### config.mk
export PLATFORM = sky130hd
export DESIGN_NAME = sidcrc_crc
export DESIGN_NICKNAME = d
export VERILOG_FILES = /design/src/hw/rtl/sidcrc_pkg.sv /design/src/hw/rtl/sidcrc_crc.sv
export SDC_FILE = /design/constraint.sdc
export NUM_CORES = 1
export LEC_CHECK = 0
export ABC_AREA = 1
export ABC_CLOCK_PERIOD_IN_PS = 2090
export BUFFER_PORTS_ARGS = -buffer_cell sky130_fd_sc_hd__buf_2
export CAP_MARGIN = 10
export CELL_PAD_IN_SITES_DETAIL_PLACEMENT = 1
export CELL_PAD_IN_SITES_GLOBAL_PLACEMENT = 1
export CORE_AREA = 2 2 51 72
export CTS_CLUSTER_DIAMETER = 40
export CTS_CLUSTER_SIZE = 24
export DETAILED_ROUTE_END_ITERATION = 8
export DIE_AREA = 0 0 53 74
export GPL_ROUTABILITY_DRIVEN = 0
export HOLD_SLACK_MARGIN = 0.06
export PLACE_DENSITY = 0.78
export SETUP_SLACK_MARGIN = 0.02
export SLEW_MARGIN = 25
export SYNTH_ARGS = -nofsm -noshare
export SYNTH_HDL_FRONTEND = slang
export SYNTH_SLANG_ARGS = --single-unit
export TNS_END_PERCENT = 10
### constraint.sdc
create_clock -name clk -period 2.09 [get_ports clk]
set_input_delay 0.1045 -clock clk [delete_from_list [all_inputs] [get_ports clk]]
set_output_delay 0.1045 -clock clk [all_outputs]
set_load 0.005 [all_outputs]
### src/hw/rtl/sidcrc_pkg.sv
// Package for the sync/ID framed byte parser with CRC-16/MODBUS check.
// Holds the payload structs, frame constants and status codes.
// No dependencies; the parser top and the CRC unit import this package.
`default_nettype none

package sidcrc_pkg;

  localparam int DEFAULT_FRAME_CAPACITY = 64;

  localparam logic [7:0]  SYNC_FIRST  = 8'h55;
  localparam logic [7:0]  SYNC_SECOND = 8'hAA;
  localparam logic [15:0] CRC_INIT    = 16'hFFFF;
  localparam logic [15:0] CRC_POLY    = 16'hA001;

  localparam logic [1:0] STATUS_OK        = 2'd0;
  localparam logic [1:0] STATUS_CRC_ERROR = 2'd1;
  localparam logic [1:0] STATUS_OVERSIZE  = 2'd2;

  localparam int CFG_INDEX_W = 2;
  localparam int CFG_DATA_W  = 8;
  localparam logic [CFG_INDEX_W-1:0] CFG_DEVICE_ID_HIGH = 2'd0;
  localparam logic [CFG_INDEX_W-1:0] CFG_DEVICE_ID_LOW  = 2'd1;

  typedef struct packed {
    logic [7:0] rx_byte;
  } in_item_t;

  typedef struct packed {
    logic [7:0] frame_byte;
    logic       last_of_frame;
    logic [1:0] frame_status;
  } out_item_t;

  // Command from the parser to the bit-serial CRC unit
  typedef struct packed {
    logic       start;
    logic       init;
    logic [7:0] data;
  } crc_cmd_t;

endpackage

`default_nettype wire

### src/hw/rtl/sidcrc_crc.sv
// Bit-serial CRC-16/MODBUS unit: folds one byte bit by bit, busy while it does.
// Depends on sidcrc_pkg for the command struct and CRC constants.
`default_nettype none

module sidcrc_crc (
  input  logic                 clk,
  input  logic                 rst,
  input  sidcrc_pkg::crc_cmd_t cmd,
  output logic [15:0]          crc,
  output logic                 busy
);
  import sidcrc_pkg::*;

  localparam logic [2:0] LAST_BIT = 3'd7;

  logic [7:0] shift;
  logic [2:0] bit_cnt;
  logic       feedback;

  assign feedback = crc[0] ^ shift[0];

  always_ff @(posedge clk) begin
    if (rst) begin
      crc     <= CRC_INIT;
      busy    <= 1'b0;
      bit_cnt <= '0;
    end else if (cmd.start) begin
      crc     <= cmd.init ? CRC_INIT : crc;
      shift   <= cmd.data;
      bit_cnt <= '0;
      busy    <= 1'b1;
    end else if (busy) begin
      // one data bit per cycle, lsb first
      crc     <= {1'b0, crc[15:1]} ^ (feedback ? CRC_POLY : 16'h0000);
      shift   <= {1'b0, shift[7:1]};
      bit_cnt <= bit_cnt + 3'd1;
      if (bit_cnt == LAST_BIT) begin
        busy <= 1'b0;
      end
    end
  end

endmodule

`default_nettype wire
**Word level (Yosys, flattened, before mapping)**

Index checks and enable logic that the tools add are counted.

- Reductions and logical operators: 4
- Bitwise logic cells: 3
- Add/sub/neg operators: 1
- Equal/unequal tests: 2
- Muxes and demuxes: 9

Operators by type and width:

| cell | number |
|---|---|
| 16-bit two-way mux | 4 |
| 8-bit two-way mux | 2 |
| 15-bit by 16-bit bitwise XOR with 16-bit output | 1 |
| 2-bit AND reduction | 2 |
| 3-bit by 1-bit adder with 3-bit output, second input constant | 1 |
| 3-bit == test, second input constant | 1 |
| 1-bit two-way mux | 3 |
| 2-bit != test, second input constant | 1 |
| 2-bit nonzero test | 1 |
| 2-bit OR reduction | 1 |
| 1-bit NOT | 1 |
| 1-bit bitwise XOR | 1 |

- Register bits after elaboration: 28
- Output and inout port bits: 17
- Input port bits: 12

**Longest topological paths before layout**

Gate-level depths: netlist of run 1.

- Word-level depth: 5
- Mapped depth: 6
- Mapped depth without buffers: 6

**Worst setup path before layout of run 1**

Ideal clock, no wire load.

- Path kind: register -> register
- Start: register busy
- End: register shift[0] (enable)
- Buffers on the path: 1
- Arrival time: 0.916 ns
- Stages on the path, launching flop included: 4
- Setup slack: 0.803 ns
- Clock period less this slack: 1.287 ns
- Cells stage by stage: dfxtp_1 -> buf_4 -> nor2_1 -> nor2_1

- Word-level cells in the longest chain between the ends: 2

RTL lines:

| item | RTL line | RTL |
|---|---|---|
| start: declaration | sidcrc_crc.sv:10 | `output logic busy` |
| start signal: assignment | sidcrc_crc.sv:25 | `busy <= 1'b0;` |
| start signal: assignment | sidcrc_crc.sv:31 | `busy <= 1'b1;` |
| start signal: assignment | sidcrc_crc.sv:38 | `busy <= 1'b0;` |
| 2-bit nonzero test (no line) | - |  |
| 2-bit AND reduction (no line) | - |  |
| end signal: assignment | sidcrc_crc.sv:29 | `shift <= cmd.data;` |
| end signal: assignment | sidcrc_crc.sv:35 | `shift <= {1'b0, shift[7:1]};` |
| end: declaration | sidcrc_crc.sv:16 | `logic [7:0] shift;` |

Every way passes these cells.
A chain may end at the register's enable or synchronous reset.

**Worst setup path in the final report of run 1**

Same ends and word-level chain as after synthesis.

==> results of run 1 <==
==> timing repair <==
action                                 4_1_cts  5_1_grt
hold buffers                                 1        0
buffers inserted                             0        0
endpoints found under the hold margin        1        0
setup endpoints to repair                    0        0
==> cell usage after synthesis, drive strengths merged <==
cell / n / area, um^2
edfxtp: 8 / 240
ha: 2 / 25.0
o211ai: 1 / 7.51
a211oi: 1 / 12.5
xnor2: 1 / 8.76
o21ai: 16 / 91.3
clkbuf: 1 / 3.75
nor2: 4 / 15.0
nand3: 20 / 100
a21oi: 2 / 10.0
dfxtp: 20 / 400
inv: 37 / 139
buf: 6 / 40.0
nand2: 49 / 184
==> how the worst max path moves through the flow <==
stage                     from  endpoint  slack [ps]  cells past startpoint
after floorplan           busy  shift[0]         800                      3
after global placement    busy  shift[0]         700                      2
after detailed placement  busy  shift[1]         620                      2
after CTS                 busy  shift[0]         610                      2
after global routing      busy  shift[3]         500                      2
final                     busy  shift[0]         620                      2
==> layout make-up <==
class / count / area share
inverters: 37 / 0.0923
clock buffers: 4 / 0.0366
well taps: 40 / 0.0333
flip-flops and latches: 28 / 0.426
repair buffers: 31 / 0.110
multi-input cells: 96 / 0.302
==> per-stage QoR <==
stage	power (uW)	setup slack, ps	cells	hold WS [ps]	util
2_1_floorplan	671	803	168	177	-
3_3_place_gp	699	703	231	327	0.438
3_5_place_dp	706	622	231	338	0.438
4_1_cts	1050	606	236	93.1	0.458
5_1_grt	1090	500	236	94.1	0.458
6_report	1030	623	236	97.1	0.458
==> layer usage <==
| layer | wire (um) | part of all wire | global-route usage | vias to the layer above |
|---|---|---|---|---|
| li1 | - | - | - | 568 |
| met1 | 1170 | 0.43 | 0.182 | 525 |
| met2 | 1400 | 0.52 | 0.296 | 24 |
| met3 | 115 | 0.042 | 0.0241 | 4 |
| met4 | 29 | 0.011 | 0.0427 | 0 |
| met5 | 0 | 0 | 0 | - |
==> state kept, by name (all words and copies together) (netlist names) <==
name     flops
crc         16
bit_cnt      3
shift        8
busy         1
==> report_power, final <==
group	switching [uW]	leakage, uW	internal (uW)
registers	11.1	0.000240	579
logic	66.3	0.000483	36.4
clock network	166	0.0000288	169
==> logic make-up (layout without fill, tap and decap cells) <==
family | count (synthesis) | in the layout | share of synthesized area
and+or+nand+nor | 73 | 73 | 0.234
buffers and inverters | 44 | 72 | 0.143
DFF | 28 | 28 | 0.501
AOI/OAI and AO/OA | 20 | 20 | 0.0950
adders and majority gates | 2 | 2 | 0.0196
xor gates and xnor gates | 1 | 1 | 0.00686
==> layout by cell type, fill, tap and decap left out <==
master | synthesis | routed
clkbuf_8 | 0 | 4
nand3_1 | 20 | 20
nor2_1 | 4 | 4
dlygate4sd3_1 | 0 | 1
inv_2 | 1 | 1
a211oi_2 | 1 | 1
a21oi_1 | 2 | 2
buf_2 | 2 | 28
o21ai_0 | 15 | 15
buf_4 | 4 | 2
xnor2_1 | 1 | 1
inv_1 | 36 | 36
o21ai_4 | 1 | 1
dfxtp_1 | 20 | 20
nand2_1 | 49 | 49
edfxtp_1 | 8 | 8
ha_1 | 2 | 2
o211ai_1 | 1 | 1
==> critical path, stage by stage, from the launching register on <==
cell,delay [ps]
dfxtp_1,490
nor2_1,110
nor2_1,510
==> impl_metrics.json, run 1 <==
{
  "io_pins": 29,
  "postPlaceCellArea_um2": 1440,
  "irDropWorstVdd_uv": 382,
  "path_clk_slew_ps": 100,
  "grt_pass1_vias": 1130,
  "dp_hpwl_um": 2040,
  "finClkSkew_ps": 3.32,
  "register_area_um2": 641,
  "period_needed_ps": 1470,
  "finish.instance_area_um2": 1500,
  "synthesis.nets": 182,
  "htreeDepth": 1,
  "vias_per_cell": 4.75,
  "cts_root_buffer": "clkbuf_8",
  "routedWlPerCell_um": 11.5,
  "hp-class": "in2reg",
  "cts_buffer_depth": 2,
  "crit_arrival_ps": 1380,
  "startpoint_type": "flop",
  "drt_iter0_drc": 19,
  "setup-tns-final_ps": 0,
  "syn-cell-area_um2": 1280,
  "fin_crit_sh": 0.702,
  "cts_buffers": 3,
  "status": "finished, final reports clean",
  "rr_worst_depth": 2,
  "finalSetupViolCount": 0,
  "hold_path_depth": 3,
  "synthCells": 168,
  "finalHoldViolCount": 0,
  "yosysUniqueCellTypes": 17,
  "grt_overflow": 0,
  "avgSynthCellArea_um2": 7.60,
  "yosysWarnings": 0,
  "fmax_mhz": 682,
  "critical_path_required_ps": 2000,
  "crit_fanout": 8,
  "grt_max_degree": 20,
  "num_rows": 25,
  "dieWidth_um": 53,
  "firstDrtPassIters": 4,
  "cts_num_sinks": 28,
  "clk-insertion-delay-late_ps": 270,
  "multi_input_area_um2": 454,
  "num_antenna_cells": 0,
  "power.density_nw_per_um2": 683,
  "synth_seq_area_share": 0.501,
  "drive_gt1_frac": 0.189,
  "wirelength_um": 2710,
  "fill_cells": 437,
  "area_growth_pct": 17.7,
  "nets": 211,
  "start_util": 0.389,
  "post_cts_resized": 0,
  "grt_usage": 0.158,
  "antenna_found_initial": 0,
  "tightestPinTransition_ps": 639,
  "die_area_um2": 3920,
  "port_buffers": 28,
  "rrSetupSlack_ps": 620,
  "coreArea_um2": 3280,
  "hold_path.startpoint": "cmd[0]",
  "cp-end-kind": "flop",
  "drc": 0,
  "rsz0062_at_grt": "no",
  "grt_pass1_wl_um": 4810,
  "criticalPathCategory": "reg2reg",
  "r2r-start": "busy",
  "rr_endpoint": "shift[0]",
  "die_h_um": 74,
  "maxSlewViolCount": 0,
  "antenna_left": 0,
  "drv_cap": 0,
  "maxSlewHeadroom": 0.573,
  "min_to": "shift[0]",
  "p_leak_uw": 0.000752,
  "ys_ff_latch": 28,
  "vias": 1121,
  "cts_tree": "done"
}
No activity file was read; power rests on OpenSTA's default activity.
==> inputs of run 2 (changes only) <==
--- a/config.mk
+++ b/config.mk
@@ -6,19 +6,19 @@
 export NUM_CORES = 1
 export LEC_CHECK = 0
 export ABC_AREA = 1
-export ABC_CLOCK_PERIOD_IN_PS = 2090
+export ABC_CLOCK_PERIOD_IN_PS = 1300
 export BUFFER_PORTS_ARGS = -buffer_cell sky130_fd_sc_hd__buf_2
 export CAP_MARGIN = 10
 export CELL_PAD_IN_SITES_DETAIL_PLACEMENT = 1
 export CELL_PAD_IN_SITES_GLOBAL_PLACEMENT = 1
-export CORE_AREA = 2 2 51 72
+export CORE_AREA = 2 2 55 78
 export CTS_CLUSTER_DIAMETER = 40
 export CTS_CLUSTER_SIZE = 24
 export DETAILED_ROUTE_END_ITERATION = 8
-export DIE_AREA = 0 0 53 74
+export DIE_AREA = 0 0 57 80
 export GPL_ROUTABILITY_DRIVEN = 0
 export HOLD_SLACK_MARGIN = 0.06
-export PLACE_DENSITY = 0.78
+export PLACE_DENSITY = 0.7
 export SETUP_SLACK_MARGIN = 0.02
 export SLEW_MARGIN = 25
 export SYNTH_ARGS = -nofsm -noshare
==> constraint.sdc (replaced) <==
create_clock -name clk -period 1.3 [get_ports clk]
set_input_delay 0.065 -clock clk [delete_from_list [all_inputs] [get_ports clk]]
set_output_delay 0.065 -clock clk [all_outputs]
set_load 0.005 [all_outputs]
==> run 2 against run 1 <==
Compared with the run above:
- global-route usage is 1.1 points lower
- critical path type unchanged
- register-to-register slack worse by 480 ps
- setup slack worse by 480 ps
- clock-buffer cell count is 1 lower
- sequential power is 60% higher
- sequential share of layout area is 3.5 points lower
- non-clock buffer count is 11 higher
- power is 80% higher
==> impl_metrics.json, run 2 (synthesized netlist as in run 1, its figures left out) <==
{
  "rsz0062_at_grt": "no",
  "firstDrtPassIters": 4,
  "rr_worst_depth": 2,
  "num_antenna_cells": 0,
  "drive_gt1_frac": 0.203,
  "cts_tree": "done",
  "vias_per_cell": 4.65,
  "dp_cells": 237,
  "clk-insertion-delay-late_ps": 280,
  "grt_pass1_wl_um": 5220,
  "hold_path_depth": 3,
  "fill_cells": 498,
  "die_area_um2": 4560,
  "worst_path_dominant_cell_family": "simple AND/OR/NAND/NOR gates",
  "num_rows": 27,
  "instances_no_fill": 250,
  "drt_iter0_drc": 23,
  "maxSlewViolCount": 0,
  "period_needed_ps": 1160,
  "cp_slowest_cell": "dfxtp_1",
  "final_cell_mix": "nand2_1 (49), inv_1 (36), buf_2 (28)",
  "largestRegisters": "crc: 16 flops, shift: 8 flops, bit_cnt: 3 flops",
  "grt_pass1_vias": 1193,
  "antenna_found_initial": 0,
  "top_register": "crc",
  "hold_path.startpoint": "cmd[0]",
  "coreArea_um2": 3850,
  "wirelength_um": 3010,
  "crit_chain": "nor2_1, nor2_2",
  "hp-class": "in2reg",
  "area_growth_pct": 28.3,
  "grt_usage": 0.147,
  "finalHoldViolCount": 0,
  "cts_buffers": 3,
  "largest_register_ffs": 16,
  "path_clk_slew_ps": 100,
  "cts_num_sinks": 28,
  "multi_input_area_um2": 457,
  "dieWidth_um": 57,
  "crit_path_max_incr_delay_ps": 390,
  "register_area_um2": 641,
  "criticalPathCategory": "reg2reg",
  "nets": 222,
  "fin_crit_sh": 0.890,
  "fmax_mhz": 864,
  "finClkSkew_ps": 5.61,
  "cp-end-kind": "flop",
  "drv_cap": 0,
  "antenna_left": 0,
  "crit_arrival_ps": 1100,
  "crit_cells": 2,
  "tightestPinTransition_ps": 400,
  "layout_commonest_cell": "nand2_1",
  "die_h_um": 80,
  "setup-tns-final_ps": 0,
  "io_pins": 29,
  "power.density_nw_per_um2": 1130,
  "status": "finished, final reports clean",
  "maxSlewHeadroom": 0.733,
  "fin_hold_ws_ps": 60.6,
  "vias": 1162,
  "start_util": 0.332,
  "startpoint_type": "flop",
  "port_buffers": 28,
  "p_leak_uw": 0.000812,
  "r2r-start": "busy",
  "grt_overflow": 0,
  "path_buf_inv": 0,
  "irDropWorstVdd_uv": 558,
  "drc": 0,
  "rrSetupSlack_ps": 140,
  "critical_path_required_ps": 1240,
  "routedWlPerCell_um": 12.0,
  "cts_root_buffer": "clkbuf_8",
  "crit_fanout": 8,
  "rr_endpoint": "shift[6]",
  "cts_buffer_depth": 2,
  "htreeDepth": 1,
  "min_to": "shift[0]",
  "finalSetupViolCount": 0,
  "dp_hpwl_um": 2160,
  "grt_max_degree": 17
}
[run 2: worst max-delay path by stage]
stage               from  slack [ps]       end
finish              busy         140  shift[6]
global route        busy          50  shift[6]
CTS                 busy         100   crc[11]
detailed placement  busy         140  shift[0]
global placement    busy         180  shift[0]
floorplan           busy         160  shift[0]
[run 2: per-layer routing]
metal	part of all wire	wire, um	vias up	GRT usage
met3	0.047	141	5	0.0276
met5	0	0	-	0
met2	0.56	1690	28	0.286
met4	0.015	44	0	0.0488
met1	0.38	1140	538	0.152
li1	-	-	591	-
[run 2: report_power, final]
| group | leakage [uW] | internal (uW) | switching [uW] | total, uW |
|---|---|---|---|---|
| combinational | 0.000536 | 89.7 | 120 | 210 |
| clock | 0.0000357 | 413 | 281 | 694 |
| sequential | 0.000240 | 931 | 14.5 | 946 |
[run 2: worst register-to-register path, cell delays in order (launching register included)]
cell,delay [ps]
dfxtp_1,390
nor2_1,100
nor2_2,340
[run 2: layout make-up]
| type | instances | share of cell area |
|---|---|---|
| Sequential cell | 28 | 0.391 |
| Multi-Input combinational cell | 96 | 0.279 |
| Timing Repair Buffer | 42 | 0.169 |
| Inverter | 37 | 0.0847 |
| Tap cell | 43 | 0.0328 |
| Clock buffer | 3 | 0.0252 |
| Clock inverter | 1 | 0.0183 |
[run 2: metrics by stage]
step	instance area, um^2	setup slack [ps]	power (uW)	utilization
final	1640	143	1850	0.426
after global routing	1640	53.0	1940	0.426
after CTS	1620	105	1870	0.420
after detailed placement	1470	136	1150	0.381
after global placement	1470	179	1140	0.381
after floorplan	1280	165	1080	-
[run 2: timing repair]
| item | in CTS | in global routing |
|---|---|---|
| hold buffers | 8 | 0 |
| gates resized for setup | 0 | 0 |
| setup endpoints to repair | 0 | 2 |
| setup buffers | 0 | 1 |
| endpoints found under the hold margin | 8 | 0 |
==> inputs of run 3 (changes only) <==
--- a/config.mk
+++ b/config.mk
@@ -6,19 +6,19 @@
 export NUM_CORES = 1
 export LEC_CHECK = 0
 export ABC_AREA = 1
-export ABC_CLOCK_PERIOD_IN_PS = 1300
+export ABC_CLOCK_PERIOD_IN_PS = 1150
 export BUFFER_PORTS_ARGS = -buffer_cell sky130_fd_sc_hd__buf_2
 export CAP_MARGIN = 10
 export CELL_PAD_IN_SITES_DETAIL_PLACEMENT = 1
 export CELL_PAD_IN_SITES_GLOBAL_PLACEMENT = 1
-export CORE_AREA = 2 2 55 78
+export CORE_AREA = 2 2 53 75
 export CTS_CLUSTER_DIAMETER = 40
 export CTS_CLUSTER_SIZE = 24
 export DETAILED_ROUTE_END_ITERATION = 8
-export DIE_AREA = 0 0 57 80
+export DIE_AREA = 0 0 55 77
 export GPL_ROUTABILITY_DRIVEN = 0
 export HOLD_SLACK_MARGIN = 0.06
-export PLACE_DENSITY = 0.7
+export PLACE_DENSITY = 0.72
 export SETUP_SLACK_MARGIN = 0.02
 export SLEW_MARGIN = 25
 export SYNTH_ARGS = -nofsm -noshare
==> constraint.sdc (replaced) <==
create_clock -name clk -period 1.15 [get_ports clk]
set_input_delay 0.0575 -clock clk [delete_from_list [all_inputs] [get_ports clk]]
set_output_delay 0.0575 -clock clk [all_outputs]
set_load 0.005 [all_outputs]
==> run 3 against run 2 <==
Compared with the run above:
- clock-buffer cell count did not move
- sequential share of layout area down 0.40 points
- critical endpoint is now bit_cnt[2]
- clock power increased by 15%
- design area rose by 1.2%
- register-to-register slack got worse by 40 ps
==> impl_metrics.json, run 3 (synthesized netlist as in run 1, its figures left out) <==
{
  "status": "finished, final reports clean",
  "pwr-share-clk": 0.377,
  "r2r-start": "bit_cnt[0]",
  "dieWidth_um": 55,
  "grt_max_degree": 17,
  "vias_per_cell": 4.69,
  "grt_pass1_wl_um": 5210,
  "cts_root_buffer": "clkbuf_8",
  "hold_path.startpoint": "cmd[4]",
  "finalSetupViolCount": 0,
  "firstDrtPassIters": 4,
  "rrSetupSlack_ps": 100,
  "routedWlPerCell_um": 12.2,
  "area_growth_pct": 29.9,
  "antenna_found_initial": 0,
  "drive_gt1_frac": 0.215,
  "p_switching_uw": 485,
  "start_util": 0.357,
  "finalHoldViolCount": 0,
  "setup-tns-final_ps": 0,
  "clk-insertion-delay-late_ps": 280,
  "dp_hpwl_um": 2210,
  "die_h_um": 77,
  "num_antenna_cells": 0,
  "swShare": 0.230,
  "layout_commonest_cell": "nand2_1",
  "rr_worst_depth": 4,
  "internal_power_uw": 1630,
  "maxSlewHeadroom": 0.784,
  "fmax_mhz": 952,
  "fin_crit_sh": 0.913,
  "num_rows": 26,
  "post-route-util": 0.464,
  "irDropWorstVdd_uv": 675,
  "drt_iter0_drc": 22,
  "coreArea_um2": 3580,
  "cp-end-kind": "flop",
  "largestRegisters": "crc: 16 flops, shift: 8 flops, bit_cnt: 3 flops",
  "tightestPinTransition_ps": 324,
  "startpoint_type": "flop",
  "top_register": "crc",
  "crit_arrival_ps": 1270,
  "cts_buffer_depth": 2,
  "drv_cap": 0,
  "hold_path_depth": 3,
  "final_cell_mix": "nand2_1 (49), inv_1 (36), buf_2 (28)",
  "cts_num_sinks": 28,
  "path_clk_slew_ps": 100,
  "power.density_nw_per_um2": 1270,
  "pwr-share-seq": 0.507,
  "largest_register_ffs": 16,
  "nets": 224,
  "criticalPathCategory": "reg2reg",
  "io_pins": 29,
  "rsz0062_at_grt": "no",
  "grt_pass1_vias": 1209,
  "cts_buffers": 3,
  "htreeDepth": 1,
  "die_area_um2": 4240,
  "min_to": "shift[4]",
  "drc": 0,
  "grt_overflow": 0,
  "port_buffers": 28,
  "vias": 1178,
  "cts_tree": "done",
  "wirelength_um": 3060,
  "p_leak_uw": 0.000823,
  "grt_usage": 0.164,
  "hp-class": "in2reg",
  "rr_endpoint": "bit_cnt[2]",
  "crit_fanout": 2,
  "critical_path_required_ps": 1370,
  "maxSlewViolCount": 0,
  "finClkSkew_ps": 5.11,
  "combinationalPowerShare": 0.116,
  "period_needed_ps": 1050,
  "fill_cells": 470,
  "antenna_left": 0
}
## run 3: cell types whose count changed in the layout (fill, tap and decap cells not counted), sizes merged
cell / previous run / this run
buf: 34 / 36
## run 3: through the flow
step | power, uW | worst slack (ps) | area [um^2] | cells | hold WS, ps
after floorplan | 1220 | 70.1 | 1280 | 168 | 130
after global placement | 1290 | 72.8 | 1480 | 236 | 313
after detailed placement | 1300 | 9.64 | 1480 | 236 | 324
after CTS | 2130 | 85.2 | 1660 | 251 | 64.4
after global routing | 2210 | 26.0 | 1660 | 251 | 80.9
final | 2110 | 99.6 | 1660 | 251 | 68.4
## run 3: power groups by stage
stage | clock network, uW | logic, uW | registers, uW
after CTS | 814 | 244 | 1070
after global placement | 0 | 200 | 1090
after global routing | 861 | 275 | 1080
final | 797 | 244 | 1070
after floorplan | 0 | 132 | 1090
after detailed placement | 0 | 211 | 1090
## run 3: metal layers
metal / part of all wire / vias to the layer above / GRT usage
met5: 0 / - / 0
met4: 0.014 / 0 / 0.0512
met3: 0.037 / 5 / 0.0292
met2: 0.55 / 25 / 0.289
met1: 0.40 / 553 / 0.189
li1: - / 595 / -
## run 3: how the worst max path moves through the flow
stage,from,end,slack (ps)
after global placement,busy,crc[10],70
final,bit_cnt[0],bit_cnt[2],100
after detailed placement,busy,crc[11],10
after global routing,bit_cnt[0],bit_cnt[2],30
after floorplan,busy,crc[15],70
after CTS,bit_cnt[0],bit_cnt[2],90
## run 3: cell type report
type	count	area [um^2]	area share
Sequential cell	28	642	0.387
Multi-Input combinational cell	96	462	0.278
Timing Repair Buffer	44	293	0.176
Inverter	37	139	0.0837
Tap cell	42	52.6	0.0317
Clock buffer	3	41.3	0.0249
Clock inverter	1	30.0	0.0181
## run 3: critical path: stages (launching register included)
cell     delay [ps]
dfxtp_1         340
ha_1            200
ha_1            280
nand2_1          60
a21oi_1         120
## run 3: what timing repair did
action	in CTS	in global routing
buffers inserted	3	0
pin swaps	1	0
endpoints found under the hold margin	8	0
setup endpoints to repair	7	5
resized for setup	0	1
hold buffers	8	0
